[src/hdl/garch_variance_recursion_core_assert.svh]
// assertion macros for the garch variance recursion core
// expects signals named clock and reset in the module that expands them
`ifndef GARCH_VARIANCE_RECURSION_CORE_ASSERT_SVH
`define GARCH_VARIANCE_RECURSION_CORE_ASSERT_SVH

// same-cycle implication
`define GVR_ASSERT_SAME(lbl, ante, cons, msg) \
   lbl: assert property (@(posedge clock) disable iff (reset) (ante) |-> (cons)) \
      else $error(msg);

// next-cycle implication
`define GVR_ASSERT_NEXT(lbl, ante, cons, msg) \
   lbl: assert property (@(posedge clock) disable iff (reset) (ante) |=> (cons)) \
      else $error(msg);

`endif

[src/hdl/gvr_pkg.sv]
// shared constants, register codes and structs of the garch variance core
// no dependencies
`timescale 1ns / 1ps

package gvr_pkg;

   localparam int ARCH_TAPS  = 2;
   localparam int GARCH_TAPS = 2;
   localparam int VAR_W      = 48;
   localparam int COEF_W     = 32;
   localparam int RES_W      = 32;
   localparam int ORD_W      = 2;
   localparam int DATA_W     = 64;
   localparam int NUM_REGS   = 8;
   localparam int IDX_W      = $clog2(NUM_REGS);
   localparam int ADDR_W     = IDX_W + 3;
   localparam int SQ_SHIFT   = 16;

   localparam int TAPS   = ARCH_TAPS + GARCH_TAPS;
   localparam int TAP_W  = $clog2(TAPS);
   localparam int OPS    = 2 * TAPS + 1;
   localparam int OP_W   = $clog2(OPS);
   localparam int PROD_W = 2 * COEF_W;
   localparam int ACC_W  = VAR_W + $clog2(TAPS + 1);

   localparam logic [VAR_W-1:0] VAR_MAX = {VAR_W{1'b1}};

   typedef enum logic [IDX_W-1:0] {
      REG_OMEGA      = 3'd0,
      REG_ARCH_ONE   = 3'd1,
      REG_ARCH_TWO   = 3'd2,
      REG_GARCH_ONE  = 3'd3,
      REG_GARCH_TWO  = 3'd4,
      REG_ARCH_ORD   = 3'd5,
      REG_GARCH_ORD  = 3'd6,
      REG_INIT_VAR   = 3'd7
   } gvr_reg_type;

   typedef struct packed {
      logic [VAR_W-1:0]  omega;
      logic [COEF_W-1:0] arch_one;
      logic [COEF_W-1:0] arch_two;
      logic [COEF_W-1:0] garch_one;
      logic [COEF_W-1:0] garch_two;
      logic [ORD_W-1:0]  arch_order;
      logic [ORD_W-1:0]  garch_order;
      logic [VAR_W-1:0]  init_var;
   } gvr_cfg_type;

   // register values after reset
   localparam gvr_cfg_type CFG_RESET = '{
      omega:       VAR_W'(1),
      arch_one:    '0,
      arch_two:    '0,
      garch_one:   '0,
      garch_two:   '0,
      arch_order:  ORD_W'(1),
      garch_order: ORD_W'(1),
      init_var:    VAR_W'(1) << COEF_W
   };

   typedef struct packed {
      logic              en;
      logic [COEF_W-1:0] a;
      logic [COEF_W-1:0] b;
   } gvr_mul_req_type;

endpackage

[src/hdl/gvr_if.sv]
// request and response channel interfaces of the garch variance core
// depends on gvr_pkg
`timescale 1ns / 1ps

interface gvr_req_if import gvr_pkg::*; ();
   logic             valid;
   logic             ready;
   logic [RES_W-1:0] residual;
   logic             start_series;

   modport source (output valid, residual, start_series, input ready);
   modport sink (input valid, residual, start_series, output ready);
endinterface

interface gvr_rsp_if import gvr_pkg::*; ();
   logic             valid;
   logic             ready;
   logic [VAR_W-1:0] variance;
   logic             saturated;

   modport source (output valid, variance, saturated, input ready);
   modport sink (input valid, variance, saturated, output ready);
endinterface

[src/hdl/gvr_csr.sv]
// apb-style configuration registers of the garch variance core
// depends on gvr_pkg
`timescale 1ns / 1ps

module gvr_csr import gvr_pkg::*; (
   input  logic              clock,
   input  logic              reset,
   input  logic              psel,
   input  logic              penable,
   input  logic              pwrite,
   input  logic [ADDR_W-1:0] paddr,
   input  logic [DATA_W-1:0] pwdata,
   output logic [DATA_W-1:0] prdata,
   output logic              pready,
   output gvr_cfg_type       cfg
);

   gvr_cfg_type cfg_ff, cfg_in;
   gvr_reg_type idx;
   logic        wr_en;

   assign pready = 1'b1;
   assign idx    = gvr_reg_type'(paddr[ADDR_W-1:3]);
   assign wr_en  = psel && penable && pwrite;
   assign cfg    = cfg_ff;

   always_comb begin
      cfg_in = cfg_ff;
      if (wr_en) begin
         unique case (idx)
            REG_OMEGA:     cfg_in.omega       = pwdata[VAR_W-1:0];
            REG_ARCH_ONE:  cfg_in.arch_one    = pwdata[COEF_W-1:0];
            REG_ARCH_TWO:  cfg_in.arch_two    = pwdata[COEF_W-1:0];
            REG_GARCH_ONE: cfg_in.garch_one   = pwdata[COEF_W-1:0];
            REG_GARCH_TWO: cfg_in.garch_two   = pwdata[COEF_W-1:0];
            REG_ARCH_ORD:  cfg_in.arch_order  = pwdata[ORD_W-1:0];
            REG_GARCH_ORD: cfg_in.garch_order = pwdata[ORD_W-1:0];
            REG_INIT_VAR:  cfg_in.init_var    = pwdata[VAR_W-1:0];
         endcase
      end
   end

   always_comb begin
      unique case (idx)
         REG_OMEGA:     prdata = DATA_W'(cfg_ff.omega);
         REG_ARCH_ONE:  prdata = DATA_W'(cfg_ff.arch_one);
         REG_ARCH_TWO:  prdata = DATA_W'(cfg_ff.arch_two);
         REG_GARCH_ONE: prdata = DATA_W'(cfg_ff.garch_one);
         REG_GARCH_TWO: prdata = DATA_W'(cfg_ff.garch_two);
         REG_ARCH_ORD:  prdata = DATA_W'(cfg_ff.arch_order);
         REG_GARCH_ORD: prdata = DATA_W'(cfg_ff.garch_order);
         REG_INIT_VAR:  prdata = DATA_W'(cfg_ff.init_var);
      endcase
   end

   always_ff @(posedge clock) begin
      if (reset) begin
         cfg_ff <= CFG_RESET;
      end else begin
         cfg_ff <= cfg_in;
      end
   end

endmodule

[src/hdl/gvr_mul.sv]
// shared 32x32 unsigned multiplier with registered product
// depends on gvr_pkg
`timescale 1ns / 1ps

module gvr_mul import gvr_pkg::*; (
   input  logic              clock,
   input  gvr_mul_req_type   mul_req,
   output logic [PROD_W-1:0] prod
);

   logic [PROD_W-1:0] prod_ff;

   assign prod = prod_ff;

   always_ff @(posedge clock) begin
      if (mul_req.en) begin
         prod_ff <= PROD_W'(mul_req.a) * PROD_W'(mul_req.b);
      end
   end

endmodule

[src/hdl/gvr_seq.sv]
// sequencer, histories, accumulator and response register of the variance core
// depends on gvr_pkg, gvr_if and gvr_mul
`timescale 1ns / 1ps

module gvr_seq import gvr_pkg::*; (
   input  logic        clock,
   input  logic        reset,
   input  gvr_cfg_type cfg,
   gvr_req_if.sink     req,
   gvr_rsp_if.source   rsp
);

   typedef enum logic [2:0] {
      ST_IDLE   = 3'b001,
      ST_ISSUE  = 3'b010,
      ST_FINISH = 3'b100
   } state_type;

   state_type         state_ff, state_in;
   logic [OP_W-1:0]   op_ff, op_in;
   logic              tag_valid_ff, tag_valid_in;
   logic              tag_hi_ff, tag_hi_in;
   logic [ACC_W-1:0]  acc_ff, acc_in;
   logic [RES_W-1:0]  mag_ff, mag_in;
   logic [VAR_W-1:0]  sqh_ff [ARCH_TAPS];
   logic [VAR_W-1:0]  sqh_in [ARCH_TAPS];
   logic [VAR_W-1:0]  vh_ff [GARCH_TAPS];
   logic [VAR_W-1:0]  vh_in [GARCH_TAPS];
   logic              rsp_valid_ff, rsp_valid_in;
   logic [VAR_W-1:0]  rsp_var_ff, rsp_var_in;
   logic              rsp_sat_ff, rsp_sat_in;

   gvr_mul_req_type   mul_req;
   logic [PROD_W-1:0] prod;

   logic [ORD_W-1:0]  qa, qg;
   logic [VAR_W-1:0]  tap_x [TAPS];
   logic [COEF_W-1:0] tap_c [TAPS];
   logic [TAP_W-1:0]  tap;
   logic [VAR_W-1:0]  sel_x;
   logic [VAR_W-1:0]  h;
   logic              sat;
   logic              accept;
   logic              out_free;

   gvr_mul u_mul (
      .clock   (clock),
      .mul_req (mul_req),
      .prod    (prod)
   );

   assign req.ready     = (state_ff == ST_IDLE);
   assign accept        = req.valid && req.ready;
   assign out_free      = !rsp_valid_ff || rsp.ready;
   assign rsp.valid     = rsp_valid_ff;
   assign rsp.variance  = rsp_var_ff;
   assign rsp.saturated = rsp_sat_ff;

   // orders above the tap limit act as the limit
   assign qa = (cfg.arch_order > ORD_W'(ARCH_TAPS)) ? ORD_W'(ARCH_TAPS) : cfg.arch_order;
   assign qg = (cfg.garch_order > ORD_W'(GARCH_TAPS)) ? ORD_W'(GARCH_TAPS) : cfg.garch_order;

   // tap operands: squared residual taps first, then variance taps
   always_comb begin
      for (int i = 0; i < ARCH_TAPS; i++) begin
         tap_x[i] = sqh_ff[i];
         if (ORD_W'(i) >= qa) tap_c[i] = '0;
         else if (i == 0)     tap_c[i] = cfg.arch_one;
         else if (i == 1)     tap_c[i] = cfg.arch_two;
         else                 tap_c[i] = '0;
      end
      for (int j = 0; j < GARCH_TAPS; j++) begin
         tap_x[ARCH_TAPS+j] = vh_ff[j];
         if (ORD_W'(j) >= qg) tap_c[ARCH_TAPS+j] = '0;
         else if (j == 0)     tap_c[ARCH_TAPS+j] = cfg.garch_one;
         else if (j == 1)     tap_c[ARCH_TAPS+j] = cfg.garch_two;
         else                 tap_c[ARCH_TAPS+j] = '0;
      end
   end

   assign tap   = op_ff[TAP_W:1];
   assign sel_x = tap_x[tap];

   // clamp and floor of the finished sum
   assign sat = |acc_ff[ACC_W-1:VAR_W];
   always_comb begin
      if (sat)                 h = VAR_MAX;
      else if (acc_ff == '0)   h = VAR_W'(1);
      else                     h = acc_ff[VAR_W-1:0];
   end

   always_comb begin
      state_in     = state_ff;
      op_in        = op_ff;
      tag_valid_in = 1'b0;
      tag_hi_in    = tag_hi_ff;
      acc_in       = acc_ff;
      mag_in       = mag_ff;
      sqh_in       = sqh_ff;
      vh_in        = vh_ff;
      rsp_valid_in = rsp_valid_ff && !rsp.ready;
      rsp_var_in   = rsp_var_ff;
      rsp_sat_in   = rsp_sat_ff;
      mul_req      = '0;

      unique case (state_ff)
         ST_IDLE: begin
            if (accept) begin
               acc_in   = ACC_W'(cfg.omega);
               mag_in   = req.residual[RES_W-1] ? RES_W'(~req.residual + 1'b1)
                                                : req.residual;
               op_in    = '0;
               state_in = ST_ISSUE;
               if (req.start_series) begin
                  for (int i = 0; i < ARCH_TAPS; i++) sqh_in[i] = cfg.init_var;
                  for (int j = 0; j < GARCH_TAPS; j++) vh_in[j] = cfg.init_var;
               end
            end
         end
         ST_ISSUE: begin
            mul_req.en = 1'b1;
            if (op_ff == OP_W'(OPS - 1)) begin
               mul_req.a = mag_ff;
               mul_req.b = mag_ff;
               state_in  = ST_FINISH;
            end else if (op_ff[0]) begin
               mul_req.a = COEF_W'(sel_x[VAR_W-1:COEF_W]);
               mul_req.b = tap_c[tap];
            end else begin
               mul_req.a = sel_x[COEF_W-1:0];
               mul_req.b = tap_c[tap];
            end
            tag_valid_in = 1'b1;
            tag_hi_in    = op_ff[0];
            op_in        = OP_W'(op_ff + 1'b1);
            // fold in the partial product of the previous op
            if (tag_valid_ff) begin
               if (tag_hi_ff) acc_in = acc_ff + ACC_W'(prod[VAR_W-1:0]);
               else           acc_in = acc_ff + ACC_W'(prod[PROD_W-1:COEF_W]);
            end
         end
         ST_FINISH: begin
            if (out_free) begin
               for (int i = ARCH_TAPS - 1; i > 0; i--) sqh_in[i] = sqh_ff[i-1];
               sqh_in[0] = prod[SQ_SHIFT +: VAR_W];
               for (int j = GARCH_TAPS - 1; j > 0; j--) vh_in[j] = vh_ff[j-1];
               vh_in[0]     = h;
               rsp_valid_in = 1'b1;
               rsp_var_in   = h;
               rsp_sat_in   = sat;
               state_in     = ST_IDLE;
            end
         end
      endcase
   end

   always_ff @(posedge clock) begin
      if (reset) begin
         state_ff     <= ST_IDLE;
         op_ff        <= '0;
         tag_valid_ff <= 1'b0;
         rsp_valid_ff <= 1'b0;
         for (int i = 0; i < ARCH_TAPS; i++) sqh_ff[i] <= '0;
         for (int j = 0; j < GARCH_TAPS; j++) vh_ff[j] <= '0;
      end else begin
         state_ff     <= state_in;
         op_ff        <= op_in;
         tag_valid_ff <= tag_valid_in;
         rsp_valid_ff <= rsp_valid_in;
         sqh_ff       <= sqh_in;
         vh_ff        <= vh_in;
      end
   end

   always_ff @(posedge clock) begin
      tag_hi_ff  <= tag_hi_in;
      acc_ff     <= acc_in;
      mag_ff     <= mag_in;
      rsp_var_ff <= rsp_var_in;
      rsp_sat_ff <= rsp_sat_in;
   end

endmodule

[src/hdl/garch_variance_recursion_core.sv]
// top level of the garch(2,2) conditional variance core
// depends on gvr_pkg, gvr_if, gvr_csr, gvr_seq and the assertion macro header
`timescale 1ns / 1ps

`include "garch_variance_recursion_core_assert.svh"

// Computes h = omega + a1*e2[t-1] + a2*e2[t-2] + b1*h[t-1] + b2*h[t-2] in unsigned
// Q16.32 for each signed Q8.24 residual request, clamped to 2^48-1 (saturated set)
// and floored at 1 LSB, then shifts the squared residual and h into the histories;
// start_series reloads both histories with initial_variance first. One 32x32
// multiplier does all the work: eight partial products for the four taps plus the
// residual square, one per cycle; a request goes through accept, nine multiplies
// and a finish that waits while a previous response is not yet taken. Registers
// sit at byte address 8*i on the 64-bit apb port; the user must write them only
// while the core is idle, as the core itself does not enforce this.
module garch_variance_recursion_core import gvr_pkg::*; (
   input  logic              clock,
   input  logic              reset,
   gvr_req_if.sink           req,
   gvr_rsp_if.source         rsp,
   input  logic              psel,
   input  logic              penable,
   input  logic              pwrite,
   input  logic [ADDR_W-1:0] paddr,
   input  logic [DATA_W-1:0] pwdata,
   output logic [DATA_W-1:0] prdata,
   output logic              pready
);

   gvr_cfg_type cfg;

   gvr_csr u_csr (
      .clock   (clock),
      .reset   (reset),
      .psel    (psel),
      .penable (penable),
      .pwrite  (pwrite),
      .paddr   (paddr),
      .pwdata  (pwdata),
      .prdata  (prdata),
      .pready  (pready),
      .cfg     (cfg)
   );

   gvr_seq u_seq (
      .clock (clock),
      .reset (reset),
      .cfg   (cfg),
      .req   (req),
      .rsp   (rsp)
   );

   `GVR_ASSERT_NEXT(a_busy_after_accept, req.valid && req.ready, !req.ready, "ready after accept")
   `GVR_ASSERT_SAME(a_floor, rsp.valid, rsp.variance != '0, "variance below floor")
   `GVR_ASSERT_SAME(a_sat_max, rsp.valid && rsp.saturated, rsp.variance == VAR_MAX, "sat not max")

endmodule
[src/flat_wrapper.sv]
// flat-port wrapper written by rule: the top's interface ports become plain ports
module garch_variance_recursion_core_flat import gvr_pkg::*;
  (clock, reset, psel, penable, pwrite, paddr, pwdata, prdata, pready, req_valid, req_residual, req_start_series, req_ready, rsp_valid, rsp_variance, rsp_saturated, rsp_ready);
  gvr_req_if req_i ();
  gvr_rsp_if rsp_i ();
  input  logic clock;
  input  logic reset;
  input  logic psel;
  input  logic penable;
  input  logic pwrite;
  input  logic [ADDR_W-1:0] paddr;
  input  logic [DATA_W-1:0] pwdata;
  output logic [DATA_W-1:0] prdata;
  output logic pready;
  input wire logic [$bits(req_i.valid)-1:0] req_valid;
  input wire logic [$bits(req_i.residual)-1:0] req_residual;
  input wire logic [$bits(req_i.start_series)-1:0] req_start_series;
  output wire logic [$bits(req_i.ready)-1:0] req_ready;
  output wire logic [$bits(rsp_i.valid)-1:0] rsp_valid;
  output wire logic [$bits(rsp_i.variance)-1:0] rsp_variance;
  output wire logic [$bits(rsp_i.saturated)-1:0] rsp_saturated;
  input wire logic [$bits(rsp_i.ready)-1:0] rsp_ready;
  assign req_i.valid = req_valid;
  assign req_i.residual = req_residual;
  assign req_i.start_series = req_start_series;
  assign req_ready = req_i.ready;
  assign rsp_valid = rsp_i.valid;
  assign rsp_variance = rsp_i.variance;
  assign rsp_saturated = rsp_i.saturated;
  assign rsp_i.ready = rsp_ready;
  garch_variance_recursion_core u_core (.clock(clock), .reset(reset), .req(req_i), .rsp(rsp_i), .psel(psel), .penable(penable), .pwrite(pwrite), .paddr(paddr), .pwdata(pwdata), .prdata(prdata), .pready(pready));
endmodule
[config.mk]
export PLATFORM = sky130hd
export DESIGN_NAME = garch_variance_recursion_core_flat
export DESIGN_NICKNAME = d
export VERILOG_FILES = /design/src/hdl/gvr_pkg.sv /design/src/hdl/gvr_if.sv /design/src/hdl/gvr_csr.sv /design/src/hdl/gvr_mul.sv /design/src/hdl/gvr_seq.sv /design/src/hdl/garch_variance_recursion_core.sv /design/src/flat_wrapper.sv
export VERILOG_INCLUDE_DIRS = /design/src /design/src/hdl
export SDC_FILE = /design/constraint.sdc
export NUM_CORES = 2
export LEC_CHECK = 0
export BUFFER_PORTS_ARGS = -buffer_cell sky130_fd_sc_hd__buf_2
export CAP_MARGIN = 25
export CORE_MARGIN = 2
export CORE_UTILIZATION = 50
export CTS_CLUSTER_SIZE = 20
export DETAILED_ROUTE_END_ITERATION = 7
export PLACE_DENSITY = 0.67
export SLEW_MARGIN = 10
export SYNTH_ARGS = -nofsm -noshare
export SYNTH_HDL_FRONTEND = slang
export SYNTH_SLANG_ARGS = --single-unit
[constraint.sdc]
create_clock -name clock -period 13.7 [get_ports clock]
set_input_delay 0.685 -clock clock [delete_from_list [all_inputs] [get_ports clock]]
set_output_delay 0.685 -clock clock [all_outputs]
set_load 0.1 [all_outputs]
==> flow_summary.yaml <==
timing:
  fin_crit_ns: 11.59
  hold_viol: 0
  slew_viol_final: 0
  setup-tns-final_ns: 0
  setup_viol: 0
  rsz0062_at_grt: "false"
  period_share: 0.846
  slew_headroom: 0.214
  max_freq_ghz: 0.0863
  finalHoldWorstSlack_ns: 0.241
  tightest_slew_ns: 1.17
  finClkSkew_ns: 0.0307
clocking:
  cts_made_buffers: 60
  clk_pin_slew_ns: 0.07
  clockBufferDepth: 3
  numClockSinks: 626
  cts_resized: 0
  post_cts_buffers: 0
  htree_levels: 2
  clk_latency_ns: 0.68
  holdBufCountCts: 0
  cts_root_buf: "clkbuf_16"
  cts_tree: "done"
routing:
  via_per_inst: 6.04
  antenna_left: 0
  drc_errors: 0
  routedWlPerCell_um: 26.1
  vias: 55000
  drt_pass1_iterations: 7
  drt_iter0_markers: 6728
  route.final.wire_length_mm: 238
global_routing:
  grt_use_total: 0.361
  gr-total-overflow: 0
  antenna_found_initial: 25
  first_global_vias: 53500
  grt_first_pass_wirelength_mm: 349
  grt_max_degree: 194
critical_path:
  critPathKind: "reg -> reg"
  crit_top_cell: "fa_1"
  crit_path_end_kind: "register"
  cp.arrival_ns: 12.02
  crit_fanout: 32
  crit_slowest_cell: "nor2_2"
  slowest_delay_ns: 0.72
  startpoint_type: "register"
  worstPathRequired_ns: 14.12
synth:
  ys_async_sr_fraction: 0
  synth.avg_cell_area_um2: 8.62
  synth_cell_types: 78
  yosys_warnings: 0
  seq_area_frac_synth: 0.227
  ys_seq_elements: 626
  synth_area_leader_cell: "fa_1"
  syn_area_um2: 64000
  ys_top_cells_by_area: "fa_1 28%, dfxtp_1 13%, edfxtp_1 9.2%, nand2_1 7.2%, ha_1 6.1%"
  synth_edf_count: 197
  ys.flop_type: "dfxtp_1"
  syn-instance-count: 7427
  synth_top_area_frac: 0.280
power:
  powerDensity_nw_per_um2: 61.9
  p_leak_nw: 29.3
  irDropWorstVdd_mv: 0.121
placement:
  routabilityCongestion: 1.01
  dp_hpwl_mm: 184
  port-buffer-count: 189
die:
  coreArea_um2: 127000
  die_w_um: 362
  dieArea_um2: 131000
  initial_utilization: 0.503
  pin_count: 226
  die_height_um: 362
  fp-row-count: 131
finish:
  post-route-util: 0.541
  n_fill_cell: 11700
  drive_gt1_frac: 0.0901
  area_delta_synth_final_pct: 7.60
  final_nets: 8697
  layout_common_cells: "1225 x nand2_1, 994 x inv_1, 897 x fa_1, 820 x nor2_1, 520 x a21oi_1"
  mostFrequentLayoutCell: "nand2_1"
status:
  status: "finished clean"
min_path:
  hp-class: "in -> reg"
run:
  maxCapViolCount: 0
## final timing paths
check                              from                     endpoint  slack, ns  cells past startpoint
setup reg to reg  u_core.u_seq.op_ff[1]  u_core.u_seq.u_mul.prod[57]       2.11                     31
hold reg to reg   u_core.u_csr.cfg[103]        u_core.u_csr.cfg[103]       0.47                      2
hold / removal               pwdata[32]         u_core.u_csr.cfg[32]       0.24                      3
setup / recovery  u_core.u_seq.op_ff[1]  u_core.u_seq.u_mul.prod[57]       2.11                     31
## synthesized netlist by cell type, types with 64 or more instances
cell type / instances
a221oi_1: 77
edfxtp_1: 197
a211oi_1: 155
nand3_1: 64
a21oi_1: 527
nand2b_1: 69
nor3_1: 177
fa_1: 897
nand2_1: 1230
o21ai_0: 140
xnor2_1: 83
inv_1: 995
ha_1: 314
dfxtp_1: 429
and2_1: 91
clkbuf_1: 435
nor2_1: 831
a21o_1: 95
## flip-flops by register name, summed over array words and instances (netlist names), 3 cells and up
name and count:
u_core.u_seq.u_mul.prod 64, u_core.u_seq.mag_ff 32, u_core.u_seq.op_ff 4, u_core.u_csr.cfg 228
u_core.u_seq.rsp.variance 48, u_core.u_seq.tap_x 96, u_core.u_seq.acc_ff 51, u_core.u_seq.state_ff 3
u_core.u_seq.sqh_ff 96
## power by group
group | switching [mW] | leakage [nW] | internal [mW] | total (mW)
logic | 0.375 | 22.9 | 0.148 | 0.523
clock network | 0.795 | 1.01 | 0.928 | 1.72
registers | 0.0549 | 5.32 | 1.96 | 2.02
## final cells by class
class / instances / area [um^2] / share of cell area
clock inverters: 32 / 250 / 0.00363
flip-flops and latches: 626 / 14500 / 0.211
inverters: 995 / 3740 / 0.0543
multi-input cells: 5314 / 44000 / 0.639
repair buffers: 379 / 2460 / 0.0358
clock buffers: 82 / 1760 / 0.0256
well taps: 1662 / 2080 / 0.0302
diodes: 15 / 37.5 / 0.000545
## critical path: cells and delay by family, from the launching register on
kind                       cells  cell delay [ns]
DFF                            1             0.55
xor gates and xnor gates       1             0.16
AOI/OAI and AO/OA              8             2.88
and+or+nand+nor                8             2.56
adders and majority gates      9             4.43
buffers and inverters          5             0.69
## layer usage
layer | part of all wire | wire length, um | global-route usage | vias up
met5 | 0.00032 | 75 | 0 | -
met2 | 0.43 | 102000 | 0.531 | 3274
met3 | 0.12 | 28500 | 0.0872 | 621
met1 | 0.39 | 92600 | 0.492 | 27300
li1 | - | - | - | 23800
met4 | 0.063 | 14900 | 0.193 | 10
## stage by stage
step | total power, mW | instances | instance area (um^2) | setup WS [ns]
after floorplan | 2.36 | 7442 | 64100 | 3.11
after detailed placement | 2.56 | 8972 | 66800 | 2.45
after global placement | 2.56 | 8968 | 66700 | 2.53
after CTS | 4.24 | 9086 | 68800 | 2.40
after global routing | 4.37 | 9100 | 68900 | 1.87
final | 4.26 | 9105 | 68900 | 2.11
## kinds of logic (layout without fill, tap and decap cells)
| family | count (synthesis) | count (layout) | share of synthesized area |
|---|---|---|---|
| AO/OA/AOI/OAI | 1211 | 1211 | 0.120 |
| other | 2 | 32 | 0.000117 |
| multiplexers | 158 | 158 | 0.0353 |
| XOR/XNOR | 134 | 134 | 0.0183 |
| flip-flops | 626 | 626 | 0.227 |
| buffers and inverters | 1502 | 1488 | 0.0897 |
| adder cells (fa/ha/maj) | 1211 | 1211 | 0.342 |
| AND/OR/NAND/NOR | 2583 | 2583 | 0.168 |
No activity file was read; power rests on OpenSTA's default activity.
